$ cat config.mk
export PLATFORM = sky130hd
export DESIGN_NAME = uart_multibyte_bit_transmitter
export DESIGN_NICKNAME = d
export VERILOG_FILES = /design/src/hw/rtl/utx_pkg.sv /design/src/hw/rtl/utx_ctrl.sv /design/src/hw/rtl/utx_datapath.sv /design/src/hw/rtl/uart_multibyte_bit_transmitter.sv
export SDC_FILE = /design/constraint.sdc
export NUM_CORES = 1
export LEC_CHECK = 0
export BUFFER_PORTS_ARGS = -buffer_cell sky130_fd_sc_hd__buf_2
export CAP_MARGIN = 20
export CORE_MARGIN = 2
export CORE_UTILIZATION = 35
export CTS_BUF_LIST = sky130_fd_sc_hd__clkbuf_8 sky130_fd_sc_hd__clkbuf_16
export CTS_CLUSTER_DIAMETER = 40
export DETAILED_ROUTE_END_ITERATION = 7
export PLACE_DENSITY_LB_ADDON = 0.05
export SLEW_MARGIN = 20
export SYNTH_ARGS = -nofsm -noshare
export SYNTH_HDL_FRONTEND = slang
export SYNTH_SLANG_ARGS = --single-unit
$ cat constraint.sdc
create_clock -name aclk -period 6.6 [get_ports aclk]
set_input_delay 0.99 -clock aclk [delete_from_list [all_inputs] [get_ports aclk]]
set_output_delay 0.99 -clock aclk [all_outputs]
set_load 0.01 [all_outputs]
$ cat src/hw/rtl/utx_pkg.sv
// Shared types and constants of the UART multibyte transmitter.
// No dependencies; imported by the controller, datapath and top level.
package utx_pkg;

    localparam int BYTE_W = 8;

    // Item kinds carried on s_tuser.
    localparam logic OP_TICK = 1'b0;
    localparam logic OP_LOAD = 1'b1;

    typedef enum logic [0:0] {
        ST_IDLE,
        ST_BUSY
    } utx_state_t;

    // Commands from the controller to the datapath.
    typedef struct packed {
        logic store_wr;
        logic start;
        logic shift_out;
        logic stop_out;
        logic next_byte;
        logic finish;
    } utx_cmd_t;

    // Status from the datapath to the controller.
    typedef struct packed {
        logic store_full;
        logic phase_data;
        logic phase_stop;
        logic bytes_one;
    } utx_status_t;

    // Result flags produced by the controller.
    typedef struct packed {
        logic overflow;
        logic rejected;
        logic done;
        logic busy;
    } utx_flags_t;

    // Result item layout, lowest bit last.
    typedef struct packed {
        logic [2:0] pad;
        logic       overflow;
        logic       load_rejected;
        logic       done_res;
        logic       busy_res;
        logic       tx_line;
    } utx_result_t;

endpackage

$ cat src/hw/rtl/utx_ctrl.sv
// Controller state machine of the UART multibyte transmitter.
// Depends on utx_pkg; drives datapath commands and the result flags.
module utx_ctrl (
    input  logic                aclk,
    input  logic                aresetn,
    input  logic                cfg_wr_en,
    input  logic                cfg_wr_data,
    input  logic                item_acc,
    input  logic                item_op,
    input  logic                item_last,
    input  utx_pkg::utx_status_t status,
    output utx_pkg::utx_cmd_t   cmd,
    output utx_pkg::utx_flags_t flags
);
    import utx_pkg::*;

    utx_state_t state_reg, state_next;
    logic       send_en_reg;
    logic       load_ok;

    always_ff @(posedge aclk) begin
        if (!aresetn) begin
            state_reg   <= ST_IDLE;
            send_en_reg <= 1'b1;
        end else begin
            state_reg <= state_next;
            if (cfg_wr_en) begin
                send_en_reg <= cfg_wr_data;
            end
        end
    end

    always_comb begin
        state_next = state_reg;
        unique case (state_reg)
            ST_IDLE: begin
                if (cmd.start) begin
                    state_next = ST_BUSY;
                end
            end
            ST_BUSY: begin
                if (cmd.finish) begin
                    state_next = ST_IDLE;
                end
            end
            default: state_next = ST_IDLE;
        endcase
    end

    always_comb begin
        cmd     = '0;
        flags   = '0;
        load_ok = (state_reg == ST_IDLE) && send_en_reg;
        if (item_acc) begin
            if (item_op == OP_LOAD) begin
                if (load_ok) begin
                    cmd.store_wr   = !status.store_full;
                    flags.overflow = status.store_full;
                    // A full store still holds bytes, so a last mark always starts.
                    cmd.start      = item_last;
                end else begin
                    flags.rejected = 1'b1;
                end
            end else if (state_reg == ST_BUSY) begin
                priority if (status.phase_data) begin
                    cmd.shift_out = 1'b1;
                end else if (status.phase_stop) begin
                    cmd.stop_out = 1'b1;
                end else if (status.bytes_one) begin
                    cmd.finish = 1'b1;
                    flags.done = 1'b1;
                end else begin
                    cmd.next_byte = 1'b1;
                end
            end
        end
        // Busy after this item: a start leaves idle, a finish ends sending.
        flags.busy = (state_reg == ST_BUSY) ? !cmd.finish : cmd.start;
    end

endmodule

$ cat src/hw/rtl/utx_datapath.sv
// Datapath of the UART multibyte transmitter: byte store, counters, line level.
// Depends on utx_pkg; driven by commands from utx_ctrl.
module utx_datapath #(
    parameter int STORE_DEPTH = 8,
    parameter int DATA_BITS   = 8
) (
    input  logic                      aclk,
    input  logic                      aresetn,
    input  utx_pkg::utx_cmd_t         cmd,
    input  logic [utx_pkg::BYTE_W-1:0] data_byte,
    output utx_pkg::utx_status_t      status,
    output logic                      line_next
);
    import utx_pkg::*;

    localparam int IDX_W = (STORE_DEPTH > 1) ? $clog2(STORE_DEPTH) : 1;
    localparam int CNT_W = $clog2(STORE_DEPTH + 1);
    localparam int BIT_W = $clog2(DATA_BITS + 3);

    logic [BYTE_W-1:0] store_mem [STORE_DEPTH];

    logic              line_reg;
    logic [BYTE_W-1:0] tx_byte_reg;
    logic [BIT_W-1:0]  bit_count_reg, bit_count_next;
    logic [CNT_W-1:0]  bytes_left_reg, bytes_left_next;
    logic [CNT_W-1:0]  fill_count_reg, fill_count_next;

    logic [BIT_W-1:0]  bit_inc;
    logic [CNT_W-1:0]  bytes_dec;
    logic [CNT_W-1:0]  bytes_dec2;
    logic [CNT_W-1:0]  fill_inc;
    logic [CNT_W-1:0]  fill_dec;
    logic [IDX_W-1:0]  wr_idx;
    logic [IDX_W-1:0]  first_idx;
    logic [IDX_W-1:0]  next_idx;
    logic              bytes_zero;

    assign bit_inc    = bit_count_reg + BIT_W'(1);
    assign bytes_dec  = bytes_left_reg - CNT_W'(1);
    assign bytes_dec2 = bytes_left_reg - CNT_W'(2);
    assign fill_inc   = fill_count_reg + CNT_W'(1);
    assign fill_dec   = fill_count_reg - CNT_W'(1);
    assign wr_idx     = fill_count_reg[IDX_W-1:0];
    assign first_idx  = fill_dec[IDX_W-1:0];
    assign next_idx   = bytes_dec2[IDX_W-1:0];
    assign bytes_zero = (bytes_left_reg == '0);

    assign status.store_full = (fill_count_reg == CNT_W'(STORE_DEPTH));
    assign status.phase_data = (bit_inc <= BIT_W'(DATA_BITS));
    assign status.phase_stop = (bit_inc == BIT_W'(DATA_BITS + 1));
    assign status.bytes_one  = (bytes_left_reg == CNT_W'(1));

    // The store is written only while idle. The byte of the frame being sent is
    // copied out when its start bit goes out and shifts right as its bits go out;
    // on the starting load the new byte is taken straight from the input.
    always_ff @(posedge aclk) begin
        if (cmd.store_wr) begin
            store_mem[wr_idx] <= data_byte;
        end
        if (cmd.start) begin
            tx_byte_reg <= cmd.store_wr ? data_byte : store_mem[first_idx];
        end else if (cmd.next_byte) begin
            tx_byte_reg <= store_mem[next_idx];
        end else if (cmd.shift_out) begin
            tx_byte_reg <= tx_byte_reg >> 1;
        end
    end

    always_comb begin
        line_next       = line_reg;
        bit_count_next  = bit_count_reg;
        bytes_left_next = bytes_left_reg;
        fill_count_next = fill_count_reg;
        if (cmd.store_wr) begin
            fill_count_next = fill_inc;
        end
        priority if (cmd.start) begin
            bytes_left_next = cmd.store_wr ? fill_inc : fill_count_reg;
            fill_count_next = '0;
            bit_count_next  = '0;
            line_next       = 1'b0;
        end else if (cmd.shift_out) begin
            bit_count_next = bit_inc;
            line_next      = bytes_zero ? 1'b0 : tx_byte_reg[0];
        end else if (cmd.stop_out) begin
            bit_count_next = bit_inc;
            line_next      = 1'b1;
        end else if (cmd.next_byte) begin
            bit_count_next  = '0;
            bytes_left_next = bytes_dec;
            line_next       = 1'b0;
        end else if (cmd.finish) begin
            bit_count_next  = '0;
            bytes_left_next = bytes_dec;
        end else begin
            line_next = line_reg;
        end
    end

    always_ff @(posedge aclk) begin
        if (!aresetn) begin
            line_reg       <= 1'b1;
            bit_count_reg  <= '0;
            bytes_left_reg <= '0;
            fill_count_reg <= '0;
        end else begin
            line_reg       <= line_next;
            bit_count_reg  <= bit_count_next;
            bytes_left_reg <= bytes_left_next;
            fill_count_reg <= fill_count_next;
        end
    end

endmodule

$ cat src/hw/rtl/uart_multibyte_bit_transmitter.sv
// Top level of the tick-driven UART 8N1 multibyte transmitter.
// Latency: the result item of an accepted item appears in the next cycle.
// Throughput: one item per clock while results are taken; the single output
// register is refilled in the same cycle its result is taken. Reset (aresetn low,
// synchronous): line high, idle, store empty, send_enable set; store contents
// stay undefined until loaded. Depends on utx_pkg, utx_ctrl and utx_datapath.
module uart_multibyte_bit_transmitter #(
    parameter int STORE_DEPTH = 8,
    parameter int DATA_BITS   = 8
) (
    input  logic       aclk,
    input  logic       aresetn,
    // Configuration: the send_enable register.
    input  logic       cfg_wr_en,
    input  logic       cfg_wr_data,
    // Input items.
    input  logic       s_tvalid,
    output logic       s_tready,
    input  logic [7:0] s_tdata,   // [7:0] data_byte
    input  logic       s_tuser,   // [0] op: 0 tick, 1 load
    input  logic       s_tlast,   // last_byte
    // Result items.
    output logic       m_tvalid,
    input  logic       m_tready,
    output logic [7:0] m_tdata    // [0] tx_line, [1] busy_res, [2] done_res,
                                  // [3] load_rejected, [4] overflow, [7:5] zero
);
    import utx_pkg::*;

    // Every item, tick or load, is decided in the cycle it is accepted; the
    // controller and datapath update their state at that edge and the result
    // item is captured in m_tdata_reg alongside.

    logic        item_acc;
    utx_cmd_t    cmd;
    utx_status_t status;
    utx_flags_t  flags;
    logic        line_next;
    utx_result_t result;

    logic        m_tvalid_reg, m_tvalid_next;
    logic [7:0]  m_tdata_reg;

    // A new item is taken whenever the output register is free or being emptied.
    assign s_tready = !m_tvalid_reg || m_tready;
    assign item_acc = s_tvalid && s_tready;

    utx_ctrl u_ctrl (
        .aclk        (aclk),
        .aresetn     (aresetn),
        .cfg_wr_en   (cfg_wr_en),
        .cfg_wr_data (cfg_wr_data),
        .item_acc    (item_acc),
        .item_op     (s_tuser),
        .item_last   (s_tlast),
        .status      (status),
        .cmd         (cmd),
        .flags       (flags)
    );

    utx_datapath #(
        .STORE_DEPTH (STORE_DEPTH),
        .DATA_BITS   (DATA_BITS)
    ) u_datapath (
        .aclk      (aclk),
        .aresetn   (aresetn),
        .cmd       (cmd),
        .data_byte (s_tdata),
        .status    (status),
        .line_next (line_next)
    );

    always_comb begin
        result.pad           = '0;
        result.overflow      = flags.overflow;
        result.load_rejected = flags.rejected;
        result.done_res      = flags.done;
        result.busy_res      = flags.busy;
        result.tx_line       = line_next;
    end

    always_comb begin
        m_tvalid_next = m_tvalid_reg;
        if (item_acc) begin
            m_tvalid_next = 1'b1;
        end else if (m_tready) begin
            m_tvalid_next = 1'b0;
        end
    end

    always_ff @(posedge aclk) begin
        if (!aresetn) begin
            m_tvalid_reg <= 1'b0;
        end else begin
            m_tvalid_reg <= m_tvalid_next;
        end
    end

    // Payload register: loaded only with an accepted item's result.
    always_ff @(posedge aclk) begin
        if (item_acc) begin
            m_tdata_reg <= result;
        end
    end

    assign m_tvalid = m_tvalid_reg;
    assign m_tdata  = m_tdata_reg;

endmodule

### After elaboration in Yosys (flattened, before gate mapping)

Memories as Yosys holds them, arrays and structs flattened.
Index checks and enable logic that the tools add are counted.

* bitwise logic cells: 2
* equality and inequality tests: 5
* multiplexer cells: 39
* reductions and logical operators: 15
* $add $sub $neg: 5
* magnitude comparators: 1

Operators with widths (count)
* 4-bit two-way mux: 12
* 8-bit two-way mux: 4
* 1-bit two-way mux: 17
* 4-bit by 1-bit adder with 4-bit output (second input constant): 2
* 4-bit == test (second input constant): 2
* 2-bit two-way mux: 3
* 6-bit two-way mux: 1
* 3-bit nonzero test: 2
* 4-bit by 1-bit == test with 1-bit output (second input constant): 1
* 4-bit less-or-equal comparator (second input constant): 1
* 4-bit zero test: 1
* 2-bit by 1-bit != test with 1-bit output (second input constant): 2
* 4-bit nonzero test: 1
* 4-bit OR reduction: 1
* 4-bit by 1-bit subtractor with 4-bit output (second input constant): 1
* 1-bit zero test: 3
* 3-bit two-way mux: 1
* 3-bit AND reduction: 1
* 3-bit by 1-bit subtractor with 3-bit output (second input constant): 1
* 3-bit by 2-bit subtractor with 3-bit output (second input constant): 1
* 1-bit logical AND: 2
* 1-bit NOT: 2
* 1-bit case mux with 2 select lines: 1
* 2-bit AND reduction: 1
* 3 further kinds: 3

* output and inout port bits: 10
* bits in registers: 29
* memories kept: 1
* logic and storage cells: 80
* RAM bits: 64

Memories
* u_datapath.store_mem: depth 8, bits a word 8, rd ports 2, clocked after Yosys merged registers in 0, write ports 1, line utx_datapath.sv:20 `logic [BYTE_W-1:0] store_mem [STORE_DEPTH];`

### Depth between registers and ports, before layout

Gate-level depths: netlist of the first run.

* word-level depth: 12
* gate-level depth with buffers: 11

### By module

Synthesis of the first run repeated with hierarchy kept, for this count alone.

* cells, all modules: 357
* area, all modules: 4725.8 µm²

Modules (own cells, without submodules)
* utx_datapath: area each 4286.6 µm², cells an instance 318, times used 1
* uart_multibyte_bit_transmitter: area each 234.0 µm², cells an instance 14, times used 1
* utx_ctrl: area each 205.2 µm², cells an instance 25, times used 1

### Least setup slack after synthesis of the first run

Ideal clock, no wire load.

* kind: in2reg
* start: input m_tready
* end: register u_datapath.tx_byte_reg[0], enable pin
* stages: 6
* setup slack: 3935 ps
* path buffers: 2
* arrival time: 2382 ps
* required time: 6317 ps
* cells stage by stage: nand2b_1 buf_2 and3_1 and2_1 clkbuf_1 or3_2

* cells in the longest elaborated chain, start to end: 4

RTL lines
* from (decl): line uart_multibyte_bit_transmitter.sv:24 `input logic m_tready,`
* 1-bit logical OR: line uart_multibyte_bit_transmitter.sv:45 `assign s_tready = !m_tvalid_reg || m_tready;`
* named net s_tready: line uart_multibyte_bit_transmitter.sv:18 `output logic s_tready,`
* 1-bit logical AND: line uart_multibyte_bit_transmitter.sv:46 `assign item_acc = s_tvalid && s_tready;`
* 6-bit two-way mux: line utx_ctrl.sv:54 `if (item_acc) begin`
* 3-bit nonzero test (no line)
* to (signal assigned): line utx_datapath.sv:61 `tx_byte_reg <= cmd.store_wr ? data_byte : store_mem[first_idx];`
* to (signal assigned): line utx_datapath.sv:63 `tx_byte_reg <= store_mem[next_idx];`
* to (signal assigned): line utx_datapath.sv:65 `tx_byte_reg <= tx_byte_reg >> 1;`
* to (decl): line utx_datapath.sv:23 `logic [BYTE_W-1:0] tx_byte_reg;`

The timed path passes the listed nets, and every way through them passes these cells.
A chain may end at the register's enable or synchronous reset.

### Worst setup path after layout of the first run

* start: register u_datapath.fill_count_reg[0]
* end: register u_datapath.tx_byte_reg[0], data pin

* cells in the longest elaborated chain, start to end: 7
* elaborated cells between the ends (all ways): 9

RTL lines
* from (decl): line utx_datapath.sv:26 `logic [CNT_W-1:0] fill_count_reg, fill_count_next;`
* from (signal assigned): line utx_datapath.sv:110 `fill_count_reg <= fill_count_next;`
* parallel branches: the longest is 5 deep, another holds memory read 8 x 8 bit
* 8-bit two-way mux *: line utx_datapath.sv:61
* 8-bit two-way mux *: line utx_datapath.sv:60 `if (cmd.start) begin`

Every way passes the cells marked *.

==> qor_table.md, run 1 <==
| Parameter | Reported |
|:---|:---|
| Critical Path Source Type | flop |
| Post-CTS Setup Inserts | 0 |
| Detailed-routing iteration count for the pre-antenna-repair pass | 4 |
| Top fanout value on the critical path | 14 |
| Cell depth of the worst flop-to-flop path | 7 |
| Final weighted congestion in routability-driven placement | 0.786 |
| Pint | 942 uW |
| Share of total power in sequential cells | 53.2% |
| # DRC | 0 |
| Number of global-route vias before repair | 3168 |
| Number of buffers and inverters on the critical path | 2 |
| Highest attainable clock frequency | 298 MHz |
| Commonest cells after routing, fill and taps aside | edfxtp_1 (77), nand2_1 (47), mux2i_1 (24) |
| Setup CP Type | flop to flop |
| Post-synthesis sequential element count | 93 |
| Area of the placeable core | 13100 um^2 |
| WP data required | 6.67 ns |
| Insertion delay to the later sink of the worst-skew pair | 0.36 ns |
| Final-layout fill cell count | 1290 |
| Net Switching | 286 uW |
| Initial cell density of the core | 35.6% |
| P_leak | 1.77 nW |
| Sink count of the clock tree | 93 |
| Signal arrival time at the worst endpoint | 3.42 ns |
| Number of stages on the worst hold path | 2 |
| Switching fraction of total power | 23.3% |
| Prevailing post-synth register cell | edfxtp_1 |
| Layout Cells excl Fill | 577 |
| Clock tree from TritonCTS | built |
| Critical path capture point type | flop |
| Slowest Stage Delay on Critical Path | 0.70 ns |
| Detailed-route vias per instance | 5.38 |
| Global-route wire length before repair | 19200 um |
| Final WL | 12700 um |
| Number of warning messages in the yosys log | 0 |
| Final hold vios | 0 |
| Transition at the pin with the smallest max-transition slack | 0.925 ns |
| Number of DRC violations after detailed-routing iteration 0 | 244 |
| Post-DP HPWL | 8260 um |
| Worst path depth | 7 |
| Avg Synthesized Cell Area | 12.6 um^2 |
| Fraction of final layout cells sized beyond drive strength 1 | 19.7% |
| Number of setup violations in the final report | 0 |
| Row cnt | 42 |
| Power consumption | 1.23 mW |
| Routed wirelength normalized by instance count | 22.0 um |
| Most common cell after layout, fill and taps aside | edfxtp_1 |
| Area added between synthesis and finish | 12.2% |
| Final sum of negative setup slack | 0 ns |
| DP Area | 4980 um^2 |
| Sequential fraction of the synthesis area | 56.2% |
| Clock input transition at the sequential cells of the worst setup and hold paths | 0.06 ns |
| Area fraction of the dominant cell type after synthesis | 49.4% |
| Max Cap Violations | 0 |
| Layout net count | 423 |
| Cells after Synth | 372 |
| Global route total overflow | 0 |
| Worst setup skew after layout | 0.00873 ns |
| Critical path, cell by cell | inv_1, ha_1, xor2_2, buf_4, mux4_2, o31ai_1, o22ai_1 |
| Floorplan die width | 120 um |
| Gates resized, CTS repair | 0 |
| Number of top-level pins | 26 |
| EDFF count, synth | 77 |
| Inserted Clock Buffers | 9 |
| Area of the mapped netlist | 4680 um^2 |
| Dpl cells | 560 |
| Status | complete, no violations |
| Share of total power in combinational logic | 8.2% |
| Y dimension of the die | 120 um |
| Setup repair after global routing missed its margin | no |
| Type of the most critical hold path | flop to flop |
| Fin. max-slew vios | 0 |
| Maximum VDD drop | 129 uV |
| Detailed-route via count | 3105 |
| Number of distinct library cells after synthesis | 46 |
| Remaining antenna violation count | 0 |
| Ratio of total power to cell area | 234 nW/um^2 |
| Fraction of synthesis flops using an asynchronous set or reset pin | 0% |
| Number of inserted diodes | 0 |
| Buffers added on ports | 22 |
| Root cell of the clock tree | clkbuf_16 |
| Final std cell area, no fill | 5260 um^2 |
| Leading cell types by total area after synthesis | edfxtp_1 (49%), dfxtp_1 (6.8%), mux4_2 (5.3%), mux2i_1 (5.1%), mux2_2 (4.1%) |
| Share of the core filled with cells | 40.0% |
| Storage cell area | 2630 um^2 |
| Cell with the largest stage delay on the worst path | xor2_2 |
| Power share of the clock group | 38.6% |
| Library cell occupying the most area in the post-synthesis netlist | edfxtp_1 |
| Die area | 14300 um^2 |
| Footprint of the multi-input gates | 1910 um^2 |
| Post-layout minimum cycle time | 3.36 ns |
| Overall Global Routing Usage | 18.7% |
| Flip-flop count of the largest register, all copies and words added | 64 |
| Antenna violations before repair | 0 |
| Largest net degree at the start of global routing | 33 |
| Slew Limit Headroom | 38.1% |
| Kind of cell adding the most delay to the critical path | buffers and inverters |
| Total of hold buffers inserted after clock tree synthesis | 0 |
| H-tree levels | 3 |
| Tcrit/Tclk final | 50.8% |
| Maximum buffer depth of the clock tree | 2 |
## per-stage QoR
stage / hold WS [ns] / setup WS (ns)
detailed placement: 0.526 / 3.26
floorplan: 0.452 / 3.94
finish: 0.518 / 3.24
CTS: 0.535 / 3.25
global route: 0.567 / 2.98
global placement: 0.518 / 3.33
## cell families (layout without fill, tap and decap cells)
| group | count (synthesis) | in the layout | synth area share, % |
|---|---|---|---|
| AND/OR/NAND/NOR | 117 | 117 | 12.3 |
| flip-flops | 93 | 93 | 56.2 |
| AO/OA/AOI/OAI | 56 | 56 | 8.39 |
| multiplexers | 52 | 52 | 14.5 |
| buffers and inverters | 31 | 58 | 3.21 |
| adder cells (fa/ha/maj) | 11 | 11 | 2.94 |
| XOR/XNOR | 11 | 11 | 2.38 |
| other | 1 | 3 | 0.0801 |
## per-layer routing
layer	GRT usage, %	up-vias	routed length, um
li1	-	1451	-
met1	24.2	1565	5790
met2	30.7	69	6120
met3	3.18	20	422
met4	8.75	0	349
met5	0	-	0
## synth_stat cells, types with 2 or more instances
library cell  instances
and3b_1               2
ha_1                 11
o21ai_0               8
mux4_2               11
a21boi_0              2
nand4_1               2
nor3_1                4
a221oi_1              8
nor2_1               19
o22ai_1              13
nand2_1              47
o211ai_1              8
and2_1                4
buf_4                 7
o31ai_1               6
mux2_2               17
nand2b_1              3
and3_1                7
dfxtp_1              16
mux2i_1              24
clkbuf_1              9
inv_1                 9
edfxtp_1             77
buf_2                 6
nand3_1              18
xor2_2                2
xnor2_1               9
a21oi_1               5
## cell type report
type	instances	share of cell area (%)
Sequential cell	93	50.1
Multi-Input combinational cell	250	36.3
Clock buffer	10	4.55
Tap cell	176	4.19
Timing Repair Buffer	33	3.74
Inverter	9	0.643
Clock inverter	6	0.500
## path summary, 6_finish.rpt
kind / from / endpoint / slack [ns]
setup / recovery: u_datapath.fill_count_reg[0] / u_datapath.tx_byte_reg[0] / 3.24
hold / removal: u_ctrl.send_en_reg / u_ctrl.send_en_reg / 0.52
setup reg to reg: u_datapath.fill_count_reg[0] / u_datapath.tx_byte_reg[0] / 3.24
hold reg to reg: u_ctrl.send_en_reg / u_ctrl.send_en_reg / 0.52
## power groups by stage
stage | logic (mW) | registers, mW | clock network [mW]
after floorplan | 0.0661 | 0.664 | 0
after global placement | 0.101 | 0.666 | 0
after detailed placement | 0.101 | 0.666 | 0
after CTS | 0.102 | 0.653 | 0.491
after global routing | 0.110 | 0.654 | 0.510
final | 0.100 | 0.653 | 0.475
## worst register-to-register path, cell delays in order (launching register included)
cell     delay, ns
dfxtp_1       0.55
inv_1         0.43
ha_1          0.41
xor2_2        0.70
buf_4         0.31
mux4_2        0.31
o31ai_1       0.24
o22ai_1       0.13
No activity file was read; power rests on OpenSTA's default activity.
==> run 2, diff against run 1 <==
- clock period: 6.6 -> 2.9 ns (I/O delays scaled with it)
==> run 2 against run 1 <==
Worst hold slack worse by 0.22 ns. Combinational power up 140%. Power grew 140%. Critical endpoint is now u_datapath.tx_byte_reg[6].
==> qor_table.md, run 2 (synthesized netlist as in run 1, its figures left out) <==
| Parameter | Reported |
|:---|:---|
| Status | complete, no violations |
| # DRC | 0 |
| Post-layout minimum cycle time | 2.46 ns |
| Critical path capture point type | flop |
| WP data required | 3.11 ns |
| Clock input transition at the sequential cells of the worst setup and hold paths | 0.06 ns |
| Number of top-level pins | 26 |
| Fin. max-slew vios | 0 |
| P_leak | 1.84 nW |
| Gates resized, CTS repair | 0 |
| Total of hold buffers inserted after clock tree synthesis | 0 |
| Area added between synthesis and finish | 15.3% |
| Setup CP Type | flop to flop |
| Startpoint of the most critical register-to-register path | u_datapath.fill_count_reg[1] |
| Worst setup skew after layout | 0.00886 ns |
| Maximum buffer depth of the clock tree | 2 |
| Floorplan die width | 120 um |
| Final sum of negative setup slack | 0 ns |
| Insertion delay to the later sink of the worst-skew pair | 0.35 ns |
| Fraction of final layout cells sized beyond drive strength 1 | 22.9% |
| Overall Global Routing Usage | 17.9% |
| H-tree levels | 3 |
| Detailed-routing iteration count for the pre-antenna-repair pass | 5 |
| Top fanout value on the critical path | 8 |
| Startpoint of the tightest hold check path | cfg_wr_data |
| Number of DRC violations after detailed-routing iteration 0 | 242 |
| Inserted Clock Buffers | 9 |
| Layout net count | 436 |
| Detailed-route via count | 3212 |
| Transition at the pin with the smallest max-transition slack | 0.705 ns |
| Final hold vios | 0 |
| Kind of cell adding the most delay to the critical path | simple AND/OR/NAND/NOR gates |
| Area of the placeable core | 13100 um^2 |
| Y dimension of the die | 120 um |
| Slew Limit Headroom | 52.8% |
| Final weighted congestion in routability-driven placement | 0.793 |
| Buffers added on ports | 22 |
| Sink count of the clock tree | 93 |
| Initial cell density of the core | 35.6% |
| Die area | 14300 um^2 |
| Number of inserted diodes | 0 |
| Cell with the largest stage delay on the worst path | dfxtp_1 |
| Remaining antenna violation count | 0 |
| Ratio of total power to cell area | 552 nW/um^2 |
| Antenna violations before repair | 0 |
| Critical path, cell by cell | inv_1, ha_1, and3b_1, and3_1, a32o_1, or4_1, o21ai_1 |
| Number of setup violations in the final report | 0 |
| Clock tree from TritonCTS | built |
| Largest net degree at the start of global routing | 32 |
| Share of the core filled with cells | 41.1% |
| Max Cap Violations | 0 |
| Signal arrival time at the worst endpoint | 2.67 ns |
| Critical Path Source Type | flop |
| Post-DP HPWL | 8320 um |
| Type of the most critical hold path | input pin to flop |
| Global-route wire length before repair | 18500 um |
| Critical Path Start | u_datapath.fill_count_reg[1] |
| Final WL | 12200 um |
| Row cnt | 42 |
| Global route total overflow | 0 |
| Tcrit/Tclk final | 85.0% |
| Slowest Stage Delay on Critical Path | 0.49 ns |
| Setup repair after global routing missed its margin | no |
| Number of global-route vias before repair | 3117 |
| Highest attainable clock frequency | 406 MHz |
| Number of buffers and inverters on the critical path | 1 |
| Flip-flop count of the largest register, all copies and words added | 64 |
| Commonest cells after routing, fill and taps aside | edfxtp_1 (77), nand2_1 (47), mux2i_1 (24), buf_4 (24), buf_2 (22) |
| Routed wirelength normalized by instance count | 20.8 um |
| Maximum VDD drop | 274 uV |
| Root cell of the clock tree | clkbuf_16 |
| Detailed-route vias per instance | 5.44 |
| Post-CTS Setup Inserts | 0 |
| Most common cell after layout, fill and taps aside | edfxtp_1 |
## run 2: cell types whose count changed in the layout (fill, tap and decap cells not counted), sizes merged
cell    before  now
clkinv       0    3
inv         14   10
clkbuf      10    9
bufinv       0    2
buf         33   46
## run 2: worst reg2reg max path, cell delays in order, from the launching register on
cell and delay (ns):
dfxtp_1 0.49, inv_1 0.15, ha_1 0.21, and3b_1 0.31
and3_1 0.40, a32o_1 0.28, or4_1 0.40, o21ai_1 0.09
## run 2: worst paths after layout
| path | to | slack [ns] | cells past startpoint |
|---|---|---|---|
| max reg2reg | u_datapath.tx_byte_reg[6] | 0.44 | 7 |
| max | u_datapath.tx_byte_reg[6] | 0.44 | 7 |
| min | u_ctrl.send_en_reg | 0.30 | 3 |
| min reg2reg | u_ctrl.send_en_reg | 0.50 | 2 |
## run 2: area by class of cell
cell class	count	area, um^2
Clock buffer	9	225
Inverter	9	33.8
Clock inverter	7	88.8
Multi-Input combinational cell	250	1910
Tap cell	176	220
Sequential cell	93	2630
Timing Repair Buffer	46	290
Fill cell	1238	7740
## run 2: stage by stage
step           hold WS [ns]  instance area [um^2]  worst slack [ns]  instances  power (mW)
2_1_floorplan         0.452                  4690             0.405        374        1.66
3_3_place_gp          0.486                  5080             0.514        574        1.75
3_5_place_dp          0.487                  5080             0.485        574        1.75
4_1_cts               0.290                  5400             0.464        590        3.02
5_1_grt               0.339                  5400             0.325        590        3.09
6_report              0.300                  5400             0.436        590        2.98
## run 2: report_power, final
part           leakage (nW)  internal (mW)  switching (mW)  total (mW)
Sequential            0.831           1.47          0.0120        1.48
Combinational         0.856         0.0909           0.151       0.242
Clock                 0.151          0.751           0.507        1.26
Total                  1.84           2.31           0.670        2.98
## run 2: routing by layer
metal / GRT usage (%) / vias to the layer above / part of all wire, %
li1: - / 1480 / -
met1: 22.8 / 1611 / 44
met2: 29.3 / 100 / 48
met3: 4.61 / 21 / 5.5
met4: 7.06 / 0 / 2.4
met5: 0 / - / 0
